## src/rtl/core/trcb_pkg.sv

```systemverilog
`timescale 1ns / 1ps
`default_nettype none

package trcb_pkg;

  // Field widths
  localparam int unsigned TimeW   = 32;
  localparam int unsigned CountW  = 32;
  localparam int unsigned BurstW  = 16;
  localparam int unsigned CfgW    = 16;
  localparam int unsigned PctW    = 7;
  localparam int unsigned CfgIdxW = 3;
  localparam int unsigned ProdW   = CountW + PctW;

  // Item kinds
  localparam logic ModeCompletion = 1'b0;
  localparam logic ModeProbe      = 1'b1;

  // Register indexes
  localparam logic [CfgIdxW-1:0] CfgWindowIdx  = 3'd0;
  localparam logic [CfgIdxW-1:0] CfgBurstIdx   = 3'd1;
  localparam logic [CfgIdxW-1:0] CfgMinToIdx   = 3'd2;
  localparam logic [CfgIdxW-1:0] CfgRatioIdx   = 3'd3;
  localparam logic [CfgIdxW-1:0] CfgRetryIdx   = 3'd4;

  // Register reset values
  localparam logic [CfgW-1:0] WindowReset = 16'd60;
  localparam logic [CfgW-1:0] BurstReset  = 16'd5;
  localparam logic [CfgW-1:0] MinToReset  = 16'd2;
  localparam logic [PctW-1:0] RatioReset  = 7'd50;
  localparam logic [CfgW-1:0] RetryReset  = 16'd30;

  // Early close needs more than this many seconds in the window
  localparam logic [TimeW-1:0] EarlyCloseMin = 32'd10;
  // Scale of a percentage
  localparam logic [PctW-1:0]  PercentScale  = 7'd100;

  typedef struct packed {
    logic [CfgW-1:0] window_seconds;
    logic [CfgW-1:0] burst_fail_limit;
    logic [CfgW-1:0] min_timeouts;
    logic [PctW-1:0] ratio_percent;
    logic [CfgW-1:0] retry_seconds;
  } cfg_t;

  typedef struct packed {
    logic             mode;
    logic             timed_out;
    logic [TimeW-1:0] now_seconds;
  } item_t;

  typedef struct packed {
    logic enabled;
    logic probe_allowed;
    logic just_disabled;
  } result_t;

endpackage

`default_nettype wire

```

## src/rtl/core/trcb_in_if.sv

```systemverilog
`timescale 1ns / 1ps
`default_nettype none

interface trcb_in_if;
  logic                       valid;
  logic                       ready;
  logic                       mode;
  logic                       timed_out;
  logic [trcb_pkg::TimeW-1:0] now_seconds;

  modport source (output valid, output mode, output timed_out, output now_seconds,
                  input ready);
  modport sink   (input valid, input mode, input timed_out, input now_seconds,
                  output ready);
endinterface

`default_nettype wire

```

## src/rtl/core/trcb_out_if.sv

```systemverilog
`timescale 1ns / 1ps
`default_nettype none

interface trcb_out_if;
  logic valid;
  logic ready;
  logic enabled;
  logic probe_allowed;
  logic just_disabled;

  modport source (output valid, output enabled, output probe_allowed,
                  output just_disabled, input ready);
  modport sink   (input valid, input enabled, input probe_allowed,
                  input just_disabled, output ready);
endinterface

`default_nettype wire

```

## src/rtl/core/trcb_cfg_if.sv

```systemverilog
`timescale 1ns / 1ps
`default_nettype none

interface trcb_cfg_if;
  logic                         valid;
  logic                         ready;
  logic [trcb_pkg::CfgIdxW-1:0] index;
  logic [trcb_pkg::CfgW-1:0]    data;

  modport source (output valid, output index, output data, input ready);
  modport sink   (input valid, input index, input data, output ready);
endinterface

`default_nettype wire

```

## src/rtl/core/trcb_cfg_regs.sv

```systemverilog
`timescale 1ns / 1ps
`default_nettype none

module trcb_cfg_regs (
  input  wire logic           clk_i,
  input  wire logic           rst_ni,
  trcb_cfg_if.sink            cfg_i,
  output trcb_pkg::cfg_t      cfg_o
);
  import trcb_pkg::*;

  cfg_t cfg_q, cfg_d;

  // Always take a write beat
  assign cfg_i.ready = 1'b1;

  // Decode the register index; unknown indexes leave everything alone
  always_comb begin
    cfg_d = cfg_q;
    if (cfg_i.valid) begin
      unique case (cfg_i.index)
        CfgWindowIdx: cfg_d.window_seconds   = cfg_i.data;
        CfgBurstIdx:  cfg_d.burst_fail_limit = cfg_i.data;
        CfgMinToIdx:  cfg_d.min_timeouts     = cfg_i.data;
        CfgRatioIdx:  cfg_d.ratio_percent    = cfg_i.data[PctW-1:0];
        CfgRetryIdx:  cfg_d.retry_seconds    = cfg_i.data;
        default:      cfg_d = cfg_q;
      endcase
    end
  end

  always_ff @(posedge clk_i or negedge rst_ni) begin
    if (!rst_ni) begin
      cfg_q.window_seconds   <= WindowReset;
      cfg_q.burst_fail_limit <= BurstReset;
      cfg_q.min_timeouts     <= MinToReset;
      cfg_q.ratio_percent    <= RatioReset;
      cfg_q.retry_seconds    <= RetryReset;
    end else begin
      cfg_q <= cfg_d;
    end
  end

  assign cfg_o = cfg_q;

endmodule

`default_nettype wire

```

## src/rtl/core/trcb_update.sv

```systemverilog
`timescale 1ns / 1ps
`default_nettype none

module trcb_update (
  input  wire logic           clk_i,
  input  wire logic           rst_ni,
  input  wire logic           step_i,
  input  wire trcb_pkg::item_t item_i,
  input  wire trcb_pkg::cfg_t  cfg_i,
  output trcb_pkg::result_t   result_o
);
  import trcb_pkg::*;

  logic              active_q, active_d;
  logic [BurstW-1:0] burst_q, burst_d;
  logic [CountW-1:0] calls_q, calls_d;
  logic [CountW-1:0] touts_q, touts_d;
  logic [TimeW-1:0]  win_start_q, win_start_d;
  logic [TimeW-1:0]  last_probe_q, last_probe_d;

  logic [TimeW-1:0]  elapsed;
  logic [TimeW-1:0]  probe_gap;
  logic              probe_refused;
  logic [BurstW-1:0] burst_inc;
  logic [CountW-1:0] calls_inc;
  logic [CountW-1:0] touts_inc;
  logic              win_close;
  logic [ProdW-1:0]  tout_share;
  logic [ProdW-1:0]  ratio_need;
  logic              trip;

  // Elapsed times modulo the time width
  assign elapsed   = item_i.now_seconds - win_start_q;
  assign probe_gap = item_i.now_seconds - last_probe_q;
  assign probe_refused = !active_q &&
                         (probe_gap < {{(TimeW-CfgW){1'b0}}, cfg_i.retry_seconds});

  // Saturating counts for an enabled completion
  assign burst_inc = !item_i.timed_out ? '0 :
                     (&burst_q) ? burst_q : burst_q + 1'b1;
  assign calls_inc = (&calls_q) ? calls_q : calls_q + 1'b1;
  assign touts_inc = !item_i.timed_out ? touts_q :
                     (&touts_q) ? touts_q : touts_q + 1'b1;

  // Window close and trip test, exact without division
  assign win_close = (elapsed >= {{(TimeW-CfgW){1'b0}}, cfg_i.window_seconds}) ||
                     ((burst_inc >= cfg_i.burst_fail_limit) && (elapsed > EarlyCloseMin));
  assign tout_share = {{PctW{1'b0}}, touts_inc} * {{CountW{1'b0}}, PercentScale};
  assign ratio_need = {{CountW{1'b0}}, cfg_i.ratio_percent} * {{PctW{1'b0}}, calls_inc};
  assign trip = win_close &&
                (touts_inc >= {{(CountW-CfgW){1'b0}}, cfg_i.min_timeouts}) &&
                (tout_share >= ratio_need);

  // Next state and result for the item in the input register
  always_comb begin
    active_d     = active_q;
    burst_d      = burst_q;
    calls_d      = calls_q;
    touts_d      = touts_q;
    win_start_d  = win_start_q;
    last_probe_d = last_probe_q;
    result_o     = '0;
    if (item_i.mode == ModeProbe) begin
      if (!probe_refused) begin
        last_probe_d           = item_i.now_seconds;
        result_o.probe_allowed = 1'b1;
      end
    end else if (!active_q) begin
      // A success re-enables; a timeout is dropped
      if (!item_i.timed_out) begin
        active_d    = 1'b1;
        win_start_d = item_i.now_seconds;
        burst_d     = '0;
        calls_d     = {{(CountW-1){1'b0}}, 1'b1};
        touts_d     = '0;
      end
    end else begin
      burst_d = burst_inc;
      calls_d = calls_inc;
      touts_d = touts_inc;
      if (win_close) begin
        win_start_d = item_i.now_seconds;
        burst_d     = '0;
        calls_d     = '0;
        touts_d     = '0;
        if (trip) begin
          active_d               = 1'b0;
          last_probe_d           = item_i.now_seconds;
          result_o.just_disabled = 1'b1;
        end
      end
    end
    result_o.enabled = active_d;
  end

  always_ff @(posedge clk_i or negedge rst_ni) begin
    if (!rst_ni) begin
      active_q     <= 1'b1;
      burst_q      <= '0;
      calls_q      <= '0;
      touts_q      <= '0;
      win_start_q  <= '0;
      last_probe_q <= '0;
    end else if (step_i) begin
      active_q     <= active_d;
      burst_q      <= burst_d;
      calls_q      <= calls_d;
      touts_q      <= touts_d;
      win_start_q  <= win_start_d;
      last_probe_q <= last_probe_d;
    end
  end

  // Counts stay clear while the endpoint is off
  a_clear_when_off: assert property (@(posedge clk_i) disable iff (!rst_ni)
    !active_q |-> (burst_q == '0) && (calls_q == '0) && (touts_q == '0))
    else $error("counts not clear while disabled");

  // A disable beat leaves the endpoint off
  a_disable_sticks: assert property (@(posedge clk_i) disable iff (!rst_ni)
    step_i && result_o.just_disabled |=> !active_q)
    else $error("endpoint still active after a disable");

  // Only a probe can be allowed
  a_probe_only: assert property (@(posedge clk_i) disable iff (!rst_ni)
    result_o.probe_allowed |-> (item_i.mode == ModeProbe) && !result_o.just_disabled)
    else $error("probe_allowed on a completion");

  // A stamped probe moves last_probe to now
  a_probe_stamp: assert property (@(posedge clk_i) disable iff (!rst_ni)
    step_i && result_o.probe_allowed |=> last_probe_q == $past(item_i.now_seconds))
    else $error("allowed probe not stamped");

endmodule

`default_nettype wire

```

## src/rtl/core/timeout_ratio_circuit_breaker.sv

```systemverilog
`timescale 1ns / 1ps
`default_nettype none

// Endpoint health breaker with a timeout-ratio trip. Each input beat is a
// request completion (with a timed-out flag) or a probe check, stamped with
// the time in seconds; each gives exactly one result beat carrying enabled,
// probe_allowed and just_disabled. The block takes one beat per clock cycle
// while the result channel is not stalled, and each result is registered:
// while the beat sits in the input register, the update stage reads it with
// the breaker state, and the edge on which it advances writes the state and
// loads the result register. Back-pressure on the result channel stalls both
// registers together. Configuration writes are taken in any cycle and should
// only be issued while no beat is in flight.
module timeout_ratio_circuit_breaker (
  input  wire logic   clk_i,
  input  wire logic   rst_ni,
  trcb_cfg_if.sink    cfg_i,
  trcb_in_if.sink     item_i,
  trcb_out_if.source  result_o
);
  import trcb_pkg::*;

  cfg_t    cfg;
  item_t   item_q;
  logic    item_valid_q;
  result_t step_result;
  result_t result_q;
  logic    result_valid_q;
  logic    out_free;
  logic    step;

  // Advance the pipe whenever the result register is free or being drained
  assign out_free     = !result_valid_q || result_o.ready;
  assign step         = item_valid_q && out_free;
  assign item_i.ready = !item_valid_q || out_free;

  trcb_cfg_regs u_cfg (
    .clk_i  (clk_i),
    .rst_ni (rst_ni),
    .cfg_i  (cfg_i),
    .cfg_o  (cfg)
  );

  trcb_update u_update (
    .clk_i    (clk_i),
    .rst_ni   (rst_ni),
    .step_i   (step),
    .item_i   (item_q),
    .cfg_i    (cfg),
    .result_o (step_result)
  );

  // Valid flags
  always_ff @(posedge clk_i or negedge rst_ni) begin
    if (!rst_ni) begin
      item_valid_q   <= 1'b0;
      result_valid_q <= 1'b0;
    end else begin
      if (item_i.ready) begin
        item_valid_q <= item_i.valid;
      end
      if (out_free) begin
        result_valid_q <= item_valid_q;
      end
    end
  end

  // Payload registers
  always_ff @(posedge clk_i) begin
    if (item_i.valid && item_i.ready) begin
      item_q.mode        <= item_i.mode;
      item_q.timed_out   <= item_i.timed_out;
      item_q.now_seconds <= item_i.now_seconds;
    end
    if (step) begin
      result_q <= step_result;
    end
  end

  assign result_o.valid         = result_valid_q;
  assign result_o.enabled       = result_q.enabled;
  assign result_o.probe_allowed = result_q.probe_allowed;
  assign result_o.just_disabled = result_q.just_disabled;

endmodule

`default_nettype wire
```

## src/flat_wrapper.sv

```systemverilog
// flat-port wrapper written by rule: the top's interface ports become plain ports
module timeout_ratio_circuit_breaker_flat import trcb_pkg::*;
  (clk_i, rst_ni, cfg_i_valid, cfg_i_index, cfg_i_data, cfg_i_ready, item_i_valid, item_i_mode, item_i_timed_out, item_i_now_seconds, item_i_ready, result_o_valid, result_o_enabled, result_o_probe_allowed, result_o_just_disabled, result_o_ready);
  trcb_cfg_if cfg_i_i ();
  trcb_in_if item_i_i ();
  trcb_out_if result_o_i ();
  input  wire logic clk_i;
  input  wire logic rst_ni;
  input wire logic [$bits(cfg_i_i.valid)-1:0] cfg_i_valid;
  input wire logic [$bits(cfg_i_i.index)-1:0] cfg_i_index;
  input wire logic [$bits(cfg_i_i.data)-1:0] cfg_i_data;
  output wire logic [$bits(cfg_i_i.ready)-1:0] cfg_i_ready;
  input wire logic [$bits(item_i_i.valid)-1:0] item_i_valid;
  input wire logic [$bits(item_i_i.mode)-1:0] item_i_mode;
  input wire logic [$bits(item_i_i.timed_out)-1:0] item_i_timed_out;
  input wire logic [$bits(item_i_i.now_seconds)-1:0] item_i_now_seconds;
  output wire logic [$bits(item_i_i.ready)-1:0] item_i_ready;
  output wire logic [$bits(result_o_i.valid)-1:0] result_o_valid;
  output wire logic [$bits(result_o_i.enabled)-1:0] result_o_enabled;
  output wire logic [$bits(result_o_i.probe_allowed)-1:0] result_o_probe_allowed;
  output wire logic [$bits(result_o_i.just_disabled)-1:0] result_o_just_disabled;
  input wire logic [$bits(result_o_i.ready)-1:0] result_o_ready;
  assign cfg_i_i.valid = cfg_i_valid;
  assign cfg_i_i.index = cfg_i_index;
  assign cfg_i_i.data = cfg_i_data;
  assign cfg_i_ready = cfg_i_i.ready;
  assign item_i_i.valid = item_i_valid;
  assign item_i_i.mode = item_i_mode;
  assign item_i_i.timed_out = item_i_timed_out;
  assign item_i_i.now_seconds = item_i_now_seconds;
  assign item_i_ready = item_i_i.ready;
  assign result_o_valid = result_o_i.valid;
  assign result_o_enabled = result_o_i.enabled;
  assign result_o_probe_allowed = result_o_i.probe_allowed;
  assign result_o_just_disabled = result_o_i.just_disabled;
  assign result_o_i.ready = result_o_ready;
  timeout_ratio_circuit_breaker u_core (.clk_i(clk_i), .rst_ni(rst_ni), .cfg_i(cfg_i_i), .item_i(item_i_i), .result_o(result_o_i));
endmodule
```

## config.mk

```make
export PLATFORM = sky130hd
export DESIGN_NAME = timeout_ratio_circuit_breaker_flat
export DESIGN_NICKNAME = d
export VERILOG_FILES = /design/src/rtl/core/trcb_pkg.sv /design/src/rtl/core/trcb_in_if.sv /design/src/rtl/core/trcb_out_if.sv /design/src/rtl/core/trcb_cfg_if.sv /design/src/rtl/core/trcb_cfg_regs.sv /design/src/rtl/core/trcb_update.sv /design/src/rtl/core/timeout_ratio_circuit_breaker.sv /design/src/flat_wrapper.sv
export SDC_FILE = /design/constraint.sdc
export NUM_CORES = 1
export LEC_CHECK = 0
export ABC_AREA = 1
export ABC_CLOCK_PERIOD_IN_PS = 18800
export BUFFER_PORTS_ARGS = -buffer_cell sky130_fd_sc_hd__buf_2
export CORE_AREA = 10 10 338 340
export CTS_BUF_LIST = sky130_fd_sc_hd__clkbuf_4 sky130_fd_sc_hd__clkbuf_8
export DETAILED_ROUTE_END_ITERATION = 7
export DIE_AREA = 0 0 348 350
export PLACE_DENSITY = 0.52
export SKIP_CTS_REPAIR_TIMING = 1
export SLEW_MARGIN = 15
export SYNTH_ARGS = -nofsm -noshare
export SYNTH_HDL_FRONTEND = slang
export SYNTH_HIERARCHICAL = 1
export SYNTH_SLANG_ARGS = --single-unit
```

## constraint.sdc

```tcl
create_clock -name clk_i -period 18.8 [get_ports clk_i]
set_input_delay 3.76 -clock clk_i [delete_from_list [all_inputs] [get_ports clk_i]]
set_output_delay 3.76 -clock clk_i [all_outputs]
set_load 0.05 [all_outputs]
```

Word level (Yosys, flattened, before mapping)
Index checks and enable logic that the tools add are counted.
{ "op_classes": {"n_div": 0, "shift": 0, "bitwise_logic": 3, "n_eq_ne": 7, "reduce_logical": 28, "order_cmp": 6, "muxes": 29, "mul": 2, "add_sub_neg": 5} }
{ "ops": {"columns": ["cell", "count"], "rows": [
  ["$mux 32", 17],
  ["$mux 16", 5],
  ["$add 32x1->32 const B", 2],
  ["$ge 32x16->1", 2],
  ["$reduce_and 32->1", 2],
  ["$sub 32x32->32", 2],
  ["$ge 39x39->1", 1],
  ["$mul 7x32->39", 1],
  ["$mul 32x5->37 const B", 1],
  ["$gt 32x4->1 const B", 1],
  ["$lt 32x16->1", 1],
  ["$add 16x1->16 const B", 1],
  ["$ge 16x16->1", 1],
  ["$reduce_and 16->1", 1],
  ["$reduce_and 2->1", 5],
  ["$mux 1", 7],
  ["$eq 3x2->1 const B", 2],
  ["$logic_and 1x1->1", 6],
  ["$reduce_bool 2->1", 3],
  ["$reduce_and 5->1", 1],
  ["$ne 2x2->1 const B", 2],
  ["$reduce_and 4->1", 1],
  ["$eq 3x1->1 const B", 1],
  ["$eq 3x3->1 const B", 1],
  ["7 further kinds", 13]
]} }
{ "totals": {"wordCells": 99, "latchBits": 0, "mem_bits_rw": 0, "memories": 0, "output_inout_bits": 6, "ff_bits": 255, "rom_bits": 0} }

Depth between registers and ports, before layout
{ "logic_depth": {"ltp_word": 12, "ltp_mapped": 50, "mapped_depth_nobuf": 49} }

By module
The synthesis kept the hierarchy.
{ "by_module_without_submodules": {"columns": ["mod", "area_each_um2", "cells_each", "instances"], "rows": [
  ["trcb_update", 25791.0, 3880, 1],
  ["trcb_cfg_regs", 2921.6, 320, 1],
  ["timeout_ratio_circuit_breaker", 1206.2, 49, 1]
]} }

Worst setup path after synthesis
Ideal clock, no wire load.
{ "synth_path": {"path_kind": "input to output", "startpoint": "input port result_o_ready", "endpoint": "output port item_i_ready", "required_time_ps": 15040, "path_slack_ps": 10943, "path_stages": 2, "t_arrival_ps": 4097, "path_buffers": 0, "cell_sequence": "inv_1 > nand3_2"} }
{ "synth_via": {"elab_chain_cells": 2} }
{ "synth_lines": {"columns": ["item", "line", "text"], "rows": [
  ["from (decl)", "flat_wrapper.sv:22", "input wire logic [$bits(result_o_i.ready)-1:0] result_o_ready;"],
  ["$logic_or 1x1->1", "timeout_ratio_circuit_breaker.sv:33", "assign out_free = !result_valid_q || result_o.ready;"],
  ["$logic_or 1x1->1", "timeout_ratio_circuit_breaker.sv:35", "assign item_i.ready = !item_valid_q || out_free;"],
  ["to (decl)", "flat_wrapper.sv:17", "output wire logic [$bits(item_i_i.ready)-1:0] item_i_ready;"]
]} }
No other way between the ends.

Worst setup path in the final report
{ "layout_path": {"startpoint": "register u_core.u_update.calls_q[0]", "endpoint": "register u_core.u_update.last_probe_q[11]"} }
{ "layout_via": {"elab_chain_cells": 7, "elab_cells_between_ends": 8, "classes_between": "add/sub: 1; mul: 1; order compare: 1; mux: 1; reduce/logical: 4"} }
{ "layout_lines": {"columns": ["item", "line", "text"], "rows": [
  ["from (decl)", "trcb_update.sv:16", "logic [CountW-1:0] calls_q, calls_d;"],
  ["from (signal assigned)", "trcb_update.sv:107", "calls_q <= calls_d;"],
  ["$add 32x1->32 / $reduce_and 32->1 (equally long branches)", "trcb_update.sv:41", "assign calls_inc = (&calls_q) ? calls_q : calls_q + 1'b1;"],
  ["$mux 32 (*)", "trcb_update.sv:41", null],
  ["$mul 7x32->39 (*)", "trcb_update.sv:49", "assign ratio_need = {{CountW{1'b0}}, cfg_i.ratio_percent} * {{PctW{1'b0}}, calls_inc};"],
  ["$ge 39x39->1 (*)", "trcb_update.sv:52", "(tout_share >= ratio_need);"],
  ["$logic_and 1x1->1 (*)", "trcb_update.sv:51", "(touts_inc >= {{(CountW-CfgW){1'b0}}, cfg_i.min_timeouts}) &&"],
  ["$reduce_bool 2->1 (no line) (*)", null, null],
  ["$reduce_and 5->1 (no line) (*)", null, null],
  ["to (signal assigned)", "trcb_update.sv:110", "last_probe_q <= last_probe_d;"],
  ["to (decl)", "trcb_update.sv:19", "logic [TimeW-1:0] last_probe_q, last_probe_d;"]
]} }
Mark *: on every way between the ends. The rest lies on a longest branch, timed or not.
A chain may end at the register's enable or synchronous reset.

==> impl_metrics.toml <==
[sta]
final-hold-violation-count = 0
post-route-min-period_ns = 9.96
timing.setup.tns_ns = 0
max-slew-margin-rel_pct = 30.8
final_max_slew_viol_count = 0
unrepaired_setup_endpoints_after_global_routing = "no"
achievable-frequency_ghz = 0.100
finalSetupViolCount = 0
final.setup_skew_ns = 0.0517
period_share_pct = 53.0
worst-slew-pin-transition_ns = 1.03

[route]
via_count = 26900
remaining_drc_errors = 0
drt_first_iter_violations = 1872
vias_per_cell = 4.69
drtPass1Iterations = 5
finalWirelength_um = 90900
post_drt_wl_per_cell_um = 15.8
detail-route-antenna-nets = 0

[synth]
syn-instance-count = 4249
synthFlopType = "sky130_fd_sc_hd__dfrtp_1"
proportion_of_synthesized_flip_flops_having_asynchronous_set_or_reset_pct = 85.5
syn_avg_cell_area_sq_um = 7.04
syn-num-nets = 4819
synth_warnings = 6
synthesis.area_sq_um = 29900
synth_enable_flop_cells = 37
synth_cell_type_count = 55
ys_seq_elements = 255
synth-seq-area-share_pct = 22.0

[global_routing]
global_route.usage.total_pct = 14.8
largest_net_degree_at_the_start_of_global_routing = 98
grt_first_pass_wirelength_um = 146000
grt_overflow_total = 0
antenna_found_initial = 3
first_global_vias = 26500

[floorplanning]
coreArea_sq_um = 108000
design.die.area_sq_um = 122000
rows = 121
die-width_um = 348
num_io_pins = 64
dieHeight_um = 350
floorplan.initialDensity_pct = 27.8

[critical_path]
cp_max_fo = 34
r2r_end = "u_core/u_update/last_probe_q[11]$_DFFE_PN0P_"
slowest_stage = "sky130_fd_sc_hd__nand3_2"
critPathRequiredTime_ns = 19.36
critPathMaxStageDelay_ns = 0.72
critical_path.reg2reg.startpoint = "u_core/u_update/calls_q[0]$_DFFE_PN0P_"
endpoint_kind = "flop"
setup_slack_of_the_worst_register_to_register_path_ns = 8.84
worst-endpoint-arrival_ns = 10.52
reg2regPathDepth = 42
critPathKind = "flop to flop"
worstPathBufferInverterCount = 6
path_delay_family = "simple AND/OR/NAND/NOR gates"
worstSetupStartpointType = "flop"
worst_path_most_repeated_cell = "sky130_fd_sc_hd__nand2_1"

[clock_network]
cts.path.max_buffers = 3
cts.reportedPaths.clkPinSlew_ns = 0.06
cts-root-buf = "sky130_fd_sc_hd__clkbuf_8"
cts_made_buffers = 51
tritoncts = "built"
cts.sink_count = 255
clk_lat_worst_skew_ns = 0.70
cts_max_level = 2

[power]
power-per-cell-area_nw_per_um2 = 75.1
ir_drop_uv = 75.1
switching_share_pct = 43.2
power_frac_comb_pct = 44.9
power.share.sequential_pct = 28.5
cellLeakagePower_uw = 0.0174
psw_uw = 1070
power.internal_uw = 1400
clock_power_share_pct = 26.6

[status]
result_of_the_run = "complete, no violations"

[placement]
place.detailed.hpwl_um = 73100
placement.io_buffers = 62
gp_congestion = 0.930

[cells_and_area]
finish.net_count = 4861
area_delta_synth_final_pct = 9.86
final_core_utilization_pct = 30.5
post_route_cells_drive_above_1_share_pct = 4.96
num-fill-cells = 12000

[hold_path]
hold-path-endpoint = "u_core/u_cfg/cfg_o[57]$_DFFE_PN1P_"
timing.hold.worst.class = "flop to flop"
hold_start = "u_core/u_cfg/cfg_o[57]$_DFFE_PN1P_"
min_delay_path_depth = 2

[run]
max_cap_viol_count = 0
layout by cell type, fill, tap and decap left out, types with 19 or more instances in the layout:
| cell type | instances |
|---|---|
| sky130_fd_sc_hd__nor4_1 | 19 |
| sky130_fd_sc_hd__xnor2_1 | 33 |
| sky130_fd_sc_hd__a21oi_1 | 221 |
| sky130_fd_sc_hd__inv_1 | 797 |
| sky130_fd_sc_hd__ha_1 | 334 |
| sky130_fd_sc_hd__nand2_1 | 1008 |
| sky130_fd_sc_hd__clkbuf_8 | 62 |
| sky130_fd_sc_hd__a31oi_1 | 23 |
| sky130_fd_sc_hd__nand4_1 | 86 |
| sky130_fd_sc_hd__o21ai_0 | 180 |
| sky130_fd_sc_hd__buf_2 | 61 |
| sky130_fd_sc_hd__dfrtp_1 | 203 |
| sky130_fd_sc_hd__xor2_1 | 122 |
| sky130_fd_sc_hd__nor2_1 | 474 |
| sky130_fd_sc_hd__nor3_1 | 65 |
| sky130_fd_sc_hd__fa_1 | 178 |
| sky130_fd_sc_hd__edfxtp_1 | 37 |
| sky130_fd_sc_hd__nand3_1 | 252 |
synthesized netlist by cell type, types with 15 or more instances:
cell type	number	area share, %
sky130_fd_sc_hd__nand2_1	1008	13
sky130_fd_sc_hd__inv_1	797	10
sky130_fd_sc_hd__nor2_1	474	5.9
sky130_fd_sc_hd__ha_1	334	14
sky130_fd_sc_hd__nand3_1	252	4.2
sky130_fd_sc_hd__a21oi_1	222	3.7
sky130_fd_sc_hd__dfrtp_1	203	17
sky130_fd_sc_hd__o21ai_0	180	3.0
sky130_fd_sc_hd__fa_1	178	12
sky130_fd_sc_hd__xor2_1	122	3.6
sky130_fd_sc_hd__nand4_1	86	1.8
sky130_fd_sc_hd__nor3_1	65	1.1
sky130_fd_sc_hd__clkbuf_1	41	0.51
sky130_fd_sc_hd__edfxtp_1	37	3.7
sky130_fd_sc_hd__xnor2_1	33	0.97
sky130_fd_sc_hd__a31oi_1	23	0.48
sky130_fd_sc_hd__buf_2	22	0.37
sky130_fd_sc_hd__nor4_1	19	0.40
sky130_fd_sc_hd__nand3b_1	18	0.45
sky130_fd_sc_hd__dfstp_2	15	1.3
layer usage:
| layer | global-route usage, % | wire length, um | share of wire [%] |
|---|---|---|---|
| met1 | 21.0 | 44800 | 49 |
| met5 | 0 | 13 | 0.014 |
| met2 | 23.6 | 40500 | 45 |
| met4 | 3.34 | 1670 | 1.8 |
| met3 | 1.89 | 3980 | 4.4 |
registers in the layout, summed over array words and instances, names as in the netlist:
signal / count
u_core/result_o.enabled: 1
u_core/u_update/last_probe_q: 32
u_core/result_o.just_disabled: 1
u_core/item_q: 34
u_core/u_update/burst_q: 16
u_core/u_update/active_q: 1
u_core/result_o.valid: 1
u_core/u_update/touts_q: 32
u_core/result_o.probe_allowed: 1
u_core/u_update/win_start_q: 32
u_core/u_cfg/cfg_o: 71
u_core/u_update/calls_q: 32
u_core/item_valid_q: 1
how the worst max path moves through the flow:
| stage | start | endpoint | slack, ns | cells past startpoint |
|---|---|---|---|---|
| after floorplan | result_o_ready | item_i_ready | 10.94 | 2 |
| after global placement | u_core/u_update/calls_q[0]$_DFFE_PN0P_ | u_core/u_update/last_probe_q[4]$_DFFE_PN0P_ | 8.86 | 38 |
| after detailed placement | u_core/u_update/calls_q[0]$_DFFE_PN0P_ | u_core/u_update/last_probe_q[2]$_DFFE_PN0P_ | 8.83 | 42 |
| after CTS | u_core/u_update/calls_q[0]$_DFFE_PN0P_ | u_core/u_update/last_probe_q[0]$_DFFE_PN0P_ | 8.79 | 42 |
| after global routing | u_core/u_update/calls_q[0]$_DFFE_PN0P_ | u_core/u_update/last_probe_q[19]$_DFFE_PN0P_ | 7.86 | 42 |
| final | u_core/u_update/calls_q[0]$_DFFE_PN0P_ | u_core/u_update/last_probe_q[11]$_DFFE_PN0P_ | 8.84 | 42 |
area by class of cell:
type                    count  area (sq um)  share of cell area [%]
inverters                 808          3030                    9.23
multi-input cells        3099         19900                    60.5
repair buffers             76           425                    1.29
flip-flops and latches    255          6590                    20.0
clock inverters            19           211                   0.643
diodes                      1          2.50                 0.00761
well taps                1414          1770                    5.38
clock buffers              75           951                    2.89
tightest hold or removal path: stages (launching register included):
cell and delay (ns):
sky130_fd_sc_hd__dfstp_2 0.37, sky130_fd_sc_hd__nand2_1 0.05, sky130_fd_sc_hd__nand2_1 0.04
through the flow:
stage                     instances  worst slack (ns)  total power (uW)  hold slack [ns]  cell area [sq um]
after global routing           5747              7.86              2710            0.476              32900
final                          5747              8.84              2470            0.463              32900
after CTS                      5746              8.79              2500            0.464              32900
after detailed placement       5652              8.83              1820            0.454              31700
after global placement         5652              8.86              1810            0.454              31700
after floorplan                4249             10.94              1510            0.442              29900
power by group through the flow:
stage | sequential (uW) | combinational [uW] | clock (uW)
floorplan | 693 | 815 | 0
global placement | 713 | 1100 | 0
detailed placement | 713 | 1110 | 0
CTS | 704 | 1110 | 683
global route | 714 | 1280 | 710
finish | 704 | 1110 | 656
logic make-up (layout without fill, tap and decap cells):
family | Yosys count | in the layout | share of synthesized area, %
flops | 255 | 255 | 22.0
buf+inv | 895 | 978 | 11.6
simple gates | 1951 | 1951 | 27.3
fa+ha+maj | 512 | 512 | 25.9
xor+xnor | 155 | 155 | 4.54
other cells | 1 | 2 | 0.0125
compound gates | 480 | 480 | 8.63
Power figures use the tool's default switching activity.
